<file path="src/hw/rtl/tssr_pkg.sv">
// package for the time slotted statistic ring: constants, types and op codes
`timescale 1ns / 1ps
`default_nettype none
package tssr_pkg;

  localparam int MaxSlotsDef = 64;

  typedef enum logic [2:0] {
    OP_PUSH  = 3'd0,
    OP_PUSHG = 3'd1,
    OP_GET   = 3'd2,
    OP_DELTA = 3'd3,
    OP_WMAX  = 3'd4,
    OP_RMAX  = 3'd5,
    OP_BAD6  = 3'd6,
    OP_BAD7  = 3'd7
  } op_t;

  localparam logic [1:0] REG_SLOTS   = 2'd0;
  localparam logic [1:0] REG_FILLDEF = 2'd1;
  localparam logic [1:0] REG_DEFVAL  = 2'd2;
  localparam logic [1:0] REG_START   = 2'd3;

  typedef enum logic [3:0] {
    ST_CLEAR,
    ST_IDLE,
    ST_FRD,
    ST_FWAIT,
    ST_FILL,
    ST_CRD,
    ST_CWAIT,
    ST_OP,
    ST_DRD,
    ST_DWAIT,
    ST_SCAN,
    ST_SWAIT,
    ST_EMIT,
    ST_OUT
  } state_t;

  // controller to datapath
  typedef struct packed {
    logic load_item;   // capture input transaction
    logic clr_init;    // start clearing sweep
    logic clr_step;    // write zero at sweep index and advance
    logic rd_cur;      // read slot of stored time
    logic fill_init;   // latch fill value and count
    logic fill_step;   // write fill into next slot
    logic fill_done;   // stored time takes now
    logic do_write;    // push or push if greater
    logic rd_back;     // read look-back slot for delta
    logic sub_back;    // subtract look-back slot from current value
    logic scan_init;   // start maxima walk
    logic scan_rd;     // read slot of walk index
    logic scan_acc;    // fold read data into best
    logic set_res;     // result register loads op result
    logic set_last;    // value of last flag for emitted result
    logic out_load;    // make output valid
  } ctl_t;

  // datapath to controller
  typedef struct packed {
    logic clr_last;
    logic time_same;
    logic fill_last;
    logic scan_last;
    logic win_zero;
    logic out_busy;
    logic mod_busy;
  } sts_t;

endpackage
`default_nettype wire

</file>
<file path="src/hw/rtl/tssr_ctrl.sv">
// controller state machine of the statistic ring
`timescale 1ns / 1ps
`default_nettype none
module tssr_ctrl (
  input  wire logic           clk,
  input  wire logic           rst_n,
  input  wire logic           in_valid,
  output logic                in_ready,
  input  wire logic [2:0]     in_op,
  input  wire logic           cfg_clear,
  input  wire logic [2:0]     op_q,
  input  wire tssr_pkg::sts_t sts,
  output tssr_pkg::ctl_t      ctl
);
  import tssr_pkg::*;

  state_t state_r, state_nxt;
  op_t    opq;
  assign opq = op_t'(op_q);

  // next state
  always_comb begin
    state_nxt = state_r;
    unique case (state_r)
      ST_CLEAR: if (sts.clr_last) state_nxt = ST_IDLE;
      ST_IDLE: begin
        if (cfg_clear) state_nxt = ST_CLEAR;
        else if (in_valid && !sts.mod_busy && in_op <= 3'(OP_RMAX)) state_nxt = ST_FRD;
      end
      ST_FRD:  state_nxt = sts.time_same ? ST_CRD : ST_FWAIT;
      ST_FWAIT: state_nxt = ST_FILL;
      ST_FILL: if (sts.fill_last) state_nxt = ST_CRD;
      ST_CRD:  state_nxt = sts.mod_busy ? ST_CRD : ST_CWAIT;
      ST_CWAIT: state_nxt = ST_OP;
      ST_OP: begin
        unique case (opq)
          OP_PUSH, OP_PUSHG: state_nxt = ST_IDLE;
          OP_GET:   state_nxt = ST_OUT;
          OP_DELTA: state_nxt = ST_DRD;
          OP_WMAX, OP_RMAX: state_nxt = sts.win_zero ?
              (opq == OP_WMAX ? ST_OUT : ST_IDLE) : ST_SCAN;
          default: state_nxt = ST_IDLE;
        endcase
      end
      ST_DRD:  state_nxt = ST_DWAIT;
      ST_DWAIT: state_nxt = ST_OUT;
      ST_SCAN: state_nxt = ST_SWAIT;
      ST_SWAIT: state_nxt = (opq == OP_RMAX) ? ST_EMIT : (sts.scan_last ? ST_OUT : ST_SCAN);
      ST_EMIT: if (!sts.out_busy) state_nxt = sts.scan_last ? ST_IDLE : ST_SCAN;
      ST_OUT:  if (!sts.out_busy) state_nxt = ST_IDLE;
      default: state_nxt = ST_IDLE;
    endcase
  end

  // outputs
  always_comb begin
    ctl = '0;
    in_ready = 1'b0;
    unique case (state_r)
      ST_CLEAR: ctl.clr_step = 1'b1;
      ST_IDLE: begin
        in_ready = !cfg_clear && !sts.mod_busy;
        ctl.load_item = in_valid && !cfg_clear && !sts.mod_busy;
        ctl.clr_init = cfg_clear;
      end
      ST_FRD:  begin ctl.rd_cur = 1'b1; ctl.fill_done = sts.time_same; end
      ST_FWAIT: ctl.fill_init = 1'b1;
      ST_FILL: begin ctl.fill_step = 1'b1; ctl.fill_done = sts.fill_last; end
      ST_CRD:  ctl.rd_cur = 1'b1;
      ST_CWAIT: ;
      ST_OP: begin
        ctl.do_write = (opq == OP_PUSH) || (opq == OP_PUSHG);
        ctl.set_res = 1'b1;
        ctl.scan_init = 1'b1;
      end
      ST_DRD:  ctl.rd_back = 1'b1;
      ST_DWAIT: ctl.sub_back = 1'b1;
      ST_SCAN: ctl.scan_rd = 1'b1;
      ST_SWAIT: ctl.scan_acc = 1'b1;
      ST_EMIT: begin
        ctl.out_load = !sts.out_busy;
        ctl.set_last = sts.scan_last;
      end
      ST_OUT: begin
        ctl.out_load = !sts.out_busy;
        ctl.set_last = 1'b1;
      end
      default: ;
    endcase
  end

  // state register
  always_ff @(posedge clk) begin
    if (!rst_n) begin
      state_r <= ST_CLEAR;
    end else begin
      state_r <= state_nxt;
    end
  end
endmodule
`default_nettype wire

</file>
<file path="config.mk">
export PLATFORM = sky130hd
export DESIGN_NAME = tssr_ctrl
export DESIGN_NICKNAME = d
export VERILOG_FILES = /design/src/hw/rtl/tssr_pkg.sv /design/src/hw/rtl/tssr_ctrl.sv
export SDC_FILE = /design/constraint.sdc
export NUM_CORES = 1
export LEC_CHECK = 0
export BUFFER_PORTS_ARGS = -buffer_cell sky130_fd_sc_hd__buf_4
export CORE_UTILIZATION = 43
export CTS_CLUSTER_SIZE = 10
export DETAILED_ROUTE_END_ITERATION = 6
export GPL_ROUTABILITY_DRIVEN = 0
export GPL_TIMING_DRIVEN = 0
export PLACE_DENSITY = 0.78
export SLEW_MARGIN = 20
export SYNTH_ARGS = -nofsm -noshare
export SYNTH_HDL_FRONTEND = slang
export SYNTH_SLANG_ARGS = --single-unit
</file>
<file path="constraint.sdc">
create_clock -name clk -period 2 [get_ports clk]
set_clock_uncertainty 0.05 [all_clocks]
set_input_delay 0.3 -clock clk [delete_from_list [all_inputs] [get_ports clk]]
set_output_delay 0.3 -clock clk [all_outputs]
set_load 0.02 [all_outputs]
</file>
* Word level (Yosys, flattened, before mapping)
Cells that the tools add are included.
** Cells by class
- $add $sub $neg :: 0
- $mul :: 0
- Div/mod/pow operators :: 0
- $lt $le $gt $ge :: 1
- Equal/unequal tests :: 23
- Shifts and indexed selects :: 0
- Multiplexer cells :: 29
- Bitwise gates (word level) :: 0
- Reductions and logical operators :: 14
** Operators by type and width (count)
- 4-bit case mux with 14 select lines :: 1
- 4-bit 2-to-1 mux :: 9
- 4-bit == test (second input constant) :: 6
- 4-bit by 3-bit == test with 1-bit output (second input constant) :: 4
- 4-bit case mux with 3 select lines :: 1
- 1-bit 2-to-1 mux :: 11
- 3-bit 2-to-1 mux :: 3
- 4-bit by 2-bit == test with 1-bit output (second input constant) :: 2
- 2-bit inequality test (second input constant) :: 4
- 3-bit by 2-bit == test with 1-bit output (second input constant) :: 2
- 3-bit == test (second input constant) :: 2
- 1-bit logical AND :: 5
- 5-bit AND reduction :: 1
- 4-bit by 1-bit == test with 1-bit output (second input constant) :: 1
- 4-bit logical NOT :: 1
- 2-bit 2-to-1 mux :: 2
- 2-bit case mux with 2 select lines :: 1
- 2-bit OR reduction :: 2
- 3-bit by 1-bit == test with 1-bit output (second input constant) :: 1
- 3-bit <= comparator (second input constant) :: 1
- 1-bit logical NOT :: 3
- 3-bit logical NOT :: 1
- 3-bit inequality test (second input constant) :: 1
- 1-bit case mux with 2 select lines :: 1
- 1-bit logical OR :: 1
** Storage, ports and cells
- Register bits :: 4
- Latch bits :: 0
- Bits in writable memories :: 0
- Bits in read-only memories :: 0
- Bits of input ports :: 17
- Output and inout port bits :: 17
- Memories kept :: 0

* Longest topological paths before layout
- Depth after elaboration :: 6
- Gate-level depth with buffers :: 7
- Depth with buffers taken out :: 5

* Worst setup path after synthesis
No wires, ideal clock.
- Kind :: reg2reg
- Start :: register state_r[2]
- End :: register state_r[3]
- Library setup time :: 117 ps
- Arrival :: 1664 ps
- Required time :: 1833 ps
- Path slack :: 168 ps
- Cell stages (with the launch flop) :: 5
- Clock period less this slack :: 1832 ps
- Cells stage by stage :: dfxtp_1 > buf_2 > nor4_1 > and4bb_4 > a32o_1
** On the way
- Longest elaborated chain between the ends :: 3
- Elaborated cells between the ends (all ways) :: 21
** Ends and longest elaborated chain
- start: declaration :: line tssr_ctrl.sv:17 : state_t state_r, state_nxt;
- start signal: assignment :: line tssr_ctrl.sv:97 : state_r <= state_nxt;
- 4-bit by 1-bit == test with 1-bit output, or another cell as far along :: line tssr_ctrl.sv:24 : unique case (state_r)
- 3-bit inequality test (no source line) / 2-bit inequality test (equally long branches)
- 5-bit AND reduction (no source line)
Several ways; a longest one is shown, not always the timed one.
A chain may end at the register's enable or synchronous reset.

==> results.md <==
Cells and area:
- Of the cells placed in the final design, the portion with a size suffix greater than 1 is 0.366.
- Relative to the synthesized area, the layout overhead comes to 45.8%.
- The register with the most flip-flops in the layout has 4 of them.
- The largest registers in the layout are state_r: 4 flops.
- The number of cells in the finished layout apart from fillers is 146.
- The final standard cell utilization of the core is 0.684.
- The number of nets at the end of the flow is 150.
- Ranked by flip-flop count, first place goes to state_r.
- The finished cells cover 912 sq um.
- After filler insertion, the fill cell instance count of the layout stands at 122.
- The count of antenna diodes in the layout is 0.

Setup path:
- On the critical path, the stage with the largest delay is an instance of sky130_fd_sc_hd__clkbuf_1.
- The worst setup path is launched from a register.
- The type of the setup path with the least slack is register to primary output.
- Walking the worst path, the cells encountered are buf_6, clkbuf_1, nor2_1, and3_1, buf_4.
- For the worst setup path, the data required time is 1.65 ns.
- In this run the register-to-register setup slack is 0.28 ns.
- The kind of end point of the critical path is a primary output.
- The number of cells on the worst reg-to-reg path is 5.
- The maximum net fanout on the critical path is 10.
- The startpoint of the worst register-to-register path is state_r[3].
- The endpoint of the worst-slack reg-to-reg timing path is state_r[2].
- The longest individual stage delay on the worst path is 0.34 ns.
- For the worst setup path, the data arrival time is 1.50 ns.

Floorplan:
- For this configuration, the core starts out at a cell density of 0.469.
- The die covers 1610 sq um.
- The number of primary I/O pins is 34.
- The core region is 1330 sq um.
- Measured along the y axis, the die boundary spans 40.1 um.
- The total number of placement rows is 13.
- The die width is 40.1 um.

Place:
- In this run the tool buffered the top-level ports with 32 buffer cells.
- The placed instances occupy a cell area of 885 sq um.
- The number of placed instances, taps included, is 143.
- The HPWL after detailed placement is 1600 um.
- The minimum setup slack after placement is 0.276 ns.

Global route:
- The number of antenna violations at the first check in global routing is 0.
- The via count of the first global-routing pass is 693.
- The wire length of the first global-routing pass is 3010 um.
- Entering global routing, the biggest net connects 11 pins.
- The global-route usage over all layers is 0.284.
- After global routing the overflow that remains totals 0.

Logic synthesis:
- The average size of a mapped cell is 6.52 sq um.
- For this run, the leading register cell type out of synthesis is sky130_fd_sc_hd__dfxtp_1.
- By area the synthesized netlist is led by sky130_fd_sc_hd__dfxtp_1 13%, sky130_fd_sc_hd__nor2_1 8.4%, sky130_fd_sc_hd__nor3_1 8.0%.
- The synthesized netlist net count is 113.
- In the synthesized netlist, the cells that appear most often are 14 x sky130_fd_sc_hd__nor2_1, 10 x sky130_fd_sc_hd__nor3_1, 9 x sky130_fd_sc_hd__nand2_1.
- The synthesis warning total is 0.
- Synthesis inferred 4 register bits.
- The area share of the largest cell type after synthesis is 0.128.
- Synthesis handed over a netlist of 96 instances.
- Counting flops with an async set or reset pin after synthesis yields a share of 0.
- The register area share after synthesis is 0.128.
- Synthesis instantiated 38 different standard cells from the library.
- The number of enable-type register cells in the synthesized netlist is 0.
- The most used standard cell by instance count after synthesis is sky130_fd_sc_hd__nor2_1.
- After synthesis the cells add up to 626 sq um.
- Summed over all instances, the cell type with the most area after synthesis is sky130_fd_sc_hd__dfxtp_1.

STA:
- Counting I/O delays and the setup requirement, the final critical path takes 1.85 ns.
- The worst pin sits at a relative slew slack of 0.725.
- The worst path meets setup with 0.152 ns of slack.
- The ratio of final minimum period to clock period is 0.924.
- The final count of hold timing violations is 0.
- Based on the critical path, the design can be clocked at up to 541 MHz.
- The final setup TNS is 0 ns.
- The number of max-slew violations in the final report is 0.
- Setup repair after global routing left no endpoint under its margin.
- For the pin with the worst max-slew slack, the measured transition is 0.412 ns.
- Setup violations remaining at the end of the flow were counted as 0.

Routing:
- Before antenna repair, the detailed router went through 5 iterations.
- Across all layers, the routed design uses 854 vias.
- The average wire length per cell after detail routing is 13.9 um.
- The detail route stage leaves a number of antenna-violating nets equal to 0.
- For this run, design rule violations remaining after detail routing come to 0.
- Dividing the detail-routed via count by the number of cells gives 5.85.
- Summed over all layers, the routed wires come to 2030 um.
- For this block, the initial DRC count from the detailed router was 32.

Pwr:
- IR analysis of the VDD net gives a maximum drop of 0.290 mV.
- Summed over all cells, the static leakage comes to 0.433 nW.
- In this run the power density over the cells is 347 nW/um^2.

Clock network:
- The tree is rooted in a sky130_fd_sc_hd__clkbuf_4.
- The number of clock sinks is 4.
- TritonCTS built the clock tree.
- The insertion delay of the later-clocked pin in the worst-skew pair is 0.24 ns.
- Clock-pin slew was measured on the worst setup and hold paths at 0.04 ns.
- TritonCTS created 3 clock buffers.
- In this run the number of H-tree levels came out at 1.
- The clock tree buffer depth is 2.
- The number of setup buffers added after CTS is 0.

Worst hold path:
- In this run the worst hold path is classified as input pin to register.
- The worst hold path was traced through 2 stages.
- The path with the worst hold slack has its endpoint at state_r[2].
- The worst min-delay path startpoint is rst_n.

Flow run:
- The max-capacitance violation count is 0.

Run status:
- The flow ran to the end, and the final reports show no timing, DRC or antenna violations.
==> area by class of cell <==
| class | count | area (sq um) | share of cell area |
|---|---|---|---|
| tap | 15 | 18.8 | 0.0206 |
| inverter | 3 | 11.3 | 0.0123 |
| buffer | 9 | 58.8 | 0.0645 |
| sequential | 4 | 80.1 | 0.0878 |
| timing repair buffer | 32 | 240 | 0.263 |
| clock buffer | 3 | 22.5 | 0.0247 |
| multi-input combinational | 80 | 480 | 0.527 |
==> stage by stage <==
step | total power [mW] | hold slack [ns]
4_1_cts | 0.317 | 0.258
3_5_place_dp | 0.211 | 0.510
5_1_grt | 0.335 | 0.273
2_1_floorplan | 0.159 | 0.383
6_report | 0.317 | 0.265
3_3_place_gp | 0.208 | 0.509
==> layer usage <==
metal	routed length, um	global-route usage
met5	0	0
met4	23	0.0603
met3	147	0.0833
met2	969	0.480
met1	893	0.352
==> power breakdown <==
part | leakage (nW) | internal, mW | switching (mW)
sequential | 0.0325 | 0.0832 | 0.00105
clock | 0.0138 | 0.0674 | 0.0372
combinational | 0.387 | 0.0616 | 0.0665
total | 0.433 | 0.212 | 0.105
==> worst max-delay path, delay by kind of cell (launching register included) <==
kind	cells	cell delay [ns]
buf+inv	3	0.62
simple gates	2	0.32
flops	1	0.31
==> logic make-up after synthesis <==
kind of cell           after synthesis  synth area share
and+or+nand+nor                     54             0.460
AOI/OAI and AO/OA                   25             0.284
buffers and inverters               12             0.112
DFF                                  4             0.128
muxes                                1            0.0160
==> cells in the final DEF (no fill, tap or decap), types with 2 or more instances in the layout <==
master                     netlist  layout
sky130_fd_sc_hd__nand3_1         2       2
sky130_fd_sc_hd__nor2b_1         6       6
sky130_fd_sc_hd__buf_4           1      33
sky130_fd_sc_hd__and3_1          2       2
sky130_fd_sc_hd__nor3_1         10       9
sky130_fd_sc_hd__buf_6           2       2
sky130_fd_sc_hd__buf_2           5       5
sky130_fd_sc_hd__dfxtp_1         4       4
sky130_fd_sc_hd__o21ai_0         2       2
sky130_fd_sc_hd__o22ai_1         2       2
sky130_fd_sc_hd__inv_1           3       3
sky130_fd_sc_hd__nand2b_1        3       3
sky130_fd_sc_hd__a21oi_1         8       8
sky130_fd_sc_hd__nand2_1         9       9
sky130_fd_sc_hd__nor2_1         14      14
sky130_fd_sc_hd__clkbuf_4        0       3
==> worst max path at each step <==
stage                      end  startpoint  cells after the start  slack [ns]
floorplan           state_r[3]  state_r[2]                      4        0.17
global placement    state_r[2]  state_r[3]                      5        0.29
detailed placement  state_r[2]  state_r[3]                      5        0.28
CTS                    ctl[15]  state_r[2]                      5         0.1
global route           ctl[10]  state_r[3]                      5        0.04
finish                 ctl[14]  state_r[3]                      5        0.15
==> repair_timing <==
action | CTS | global route
setup endpoints to repair | 0 | 1
hold buffers | 0 | 0
gates resized for setup | 0 | 1
Note: power is estimated with default switching activity, not from simulation.
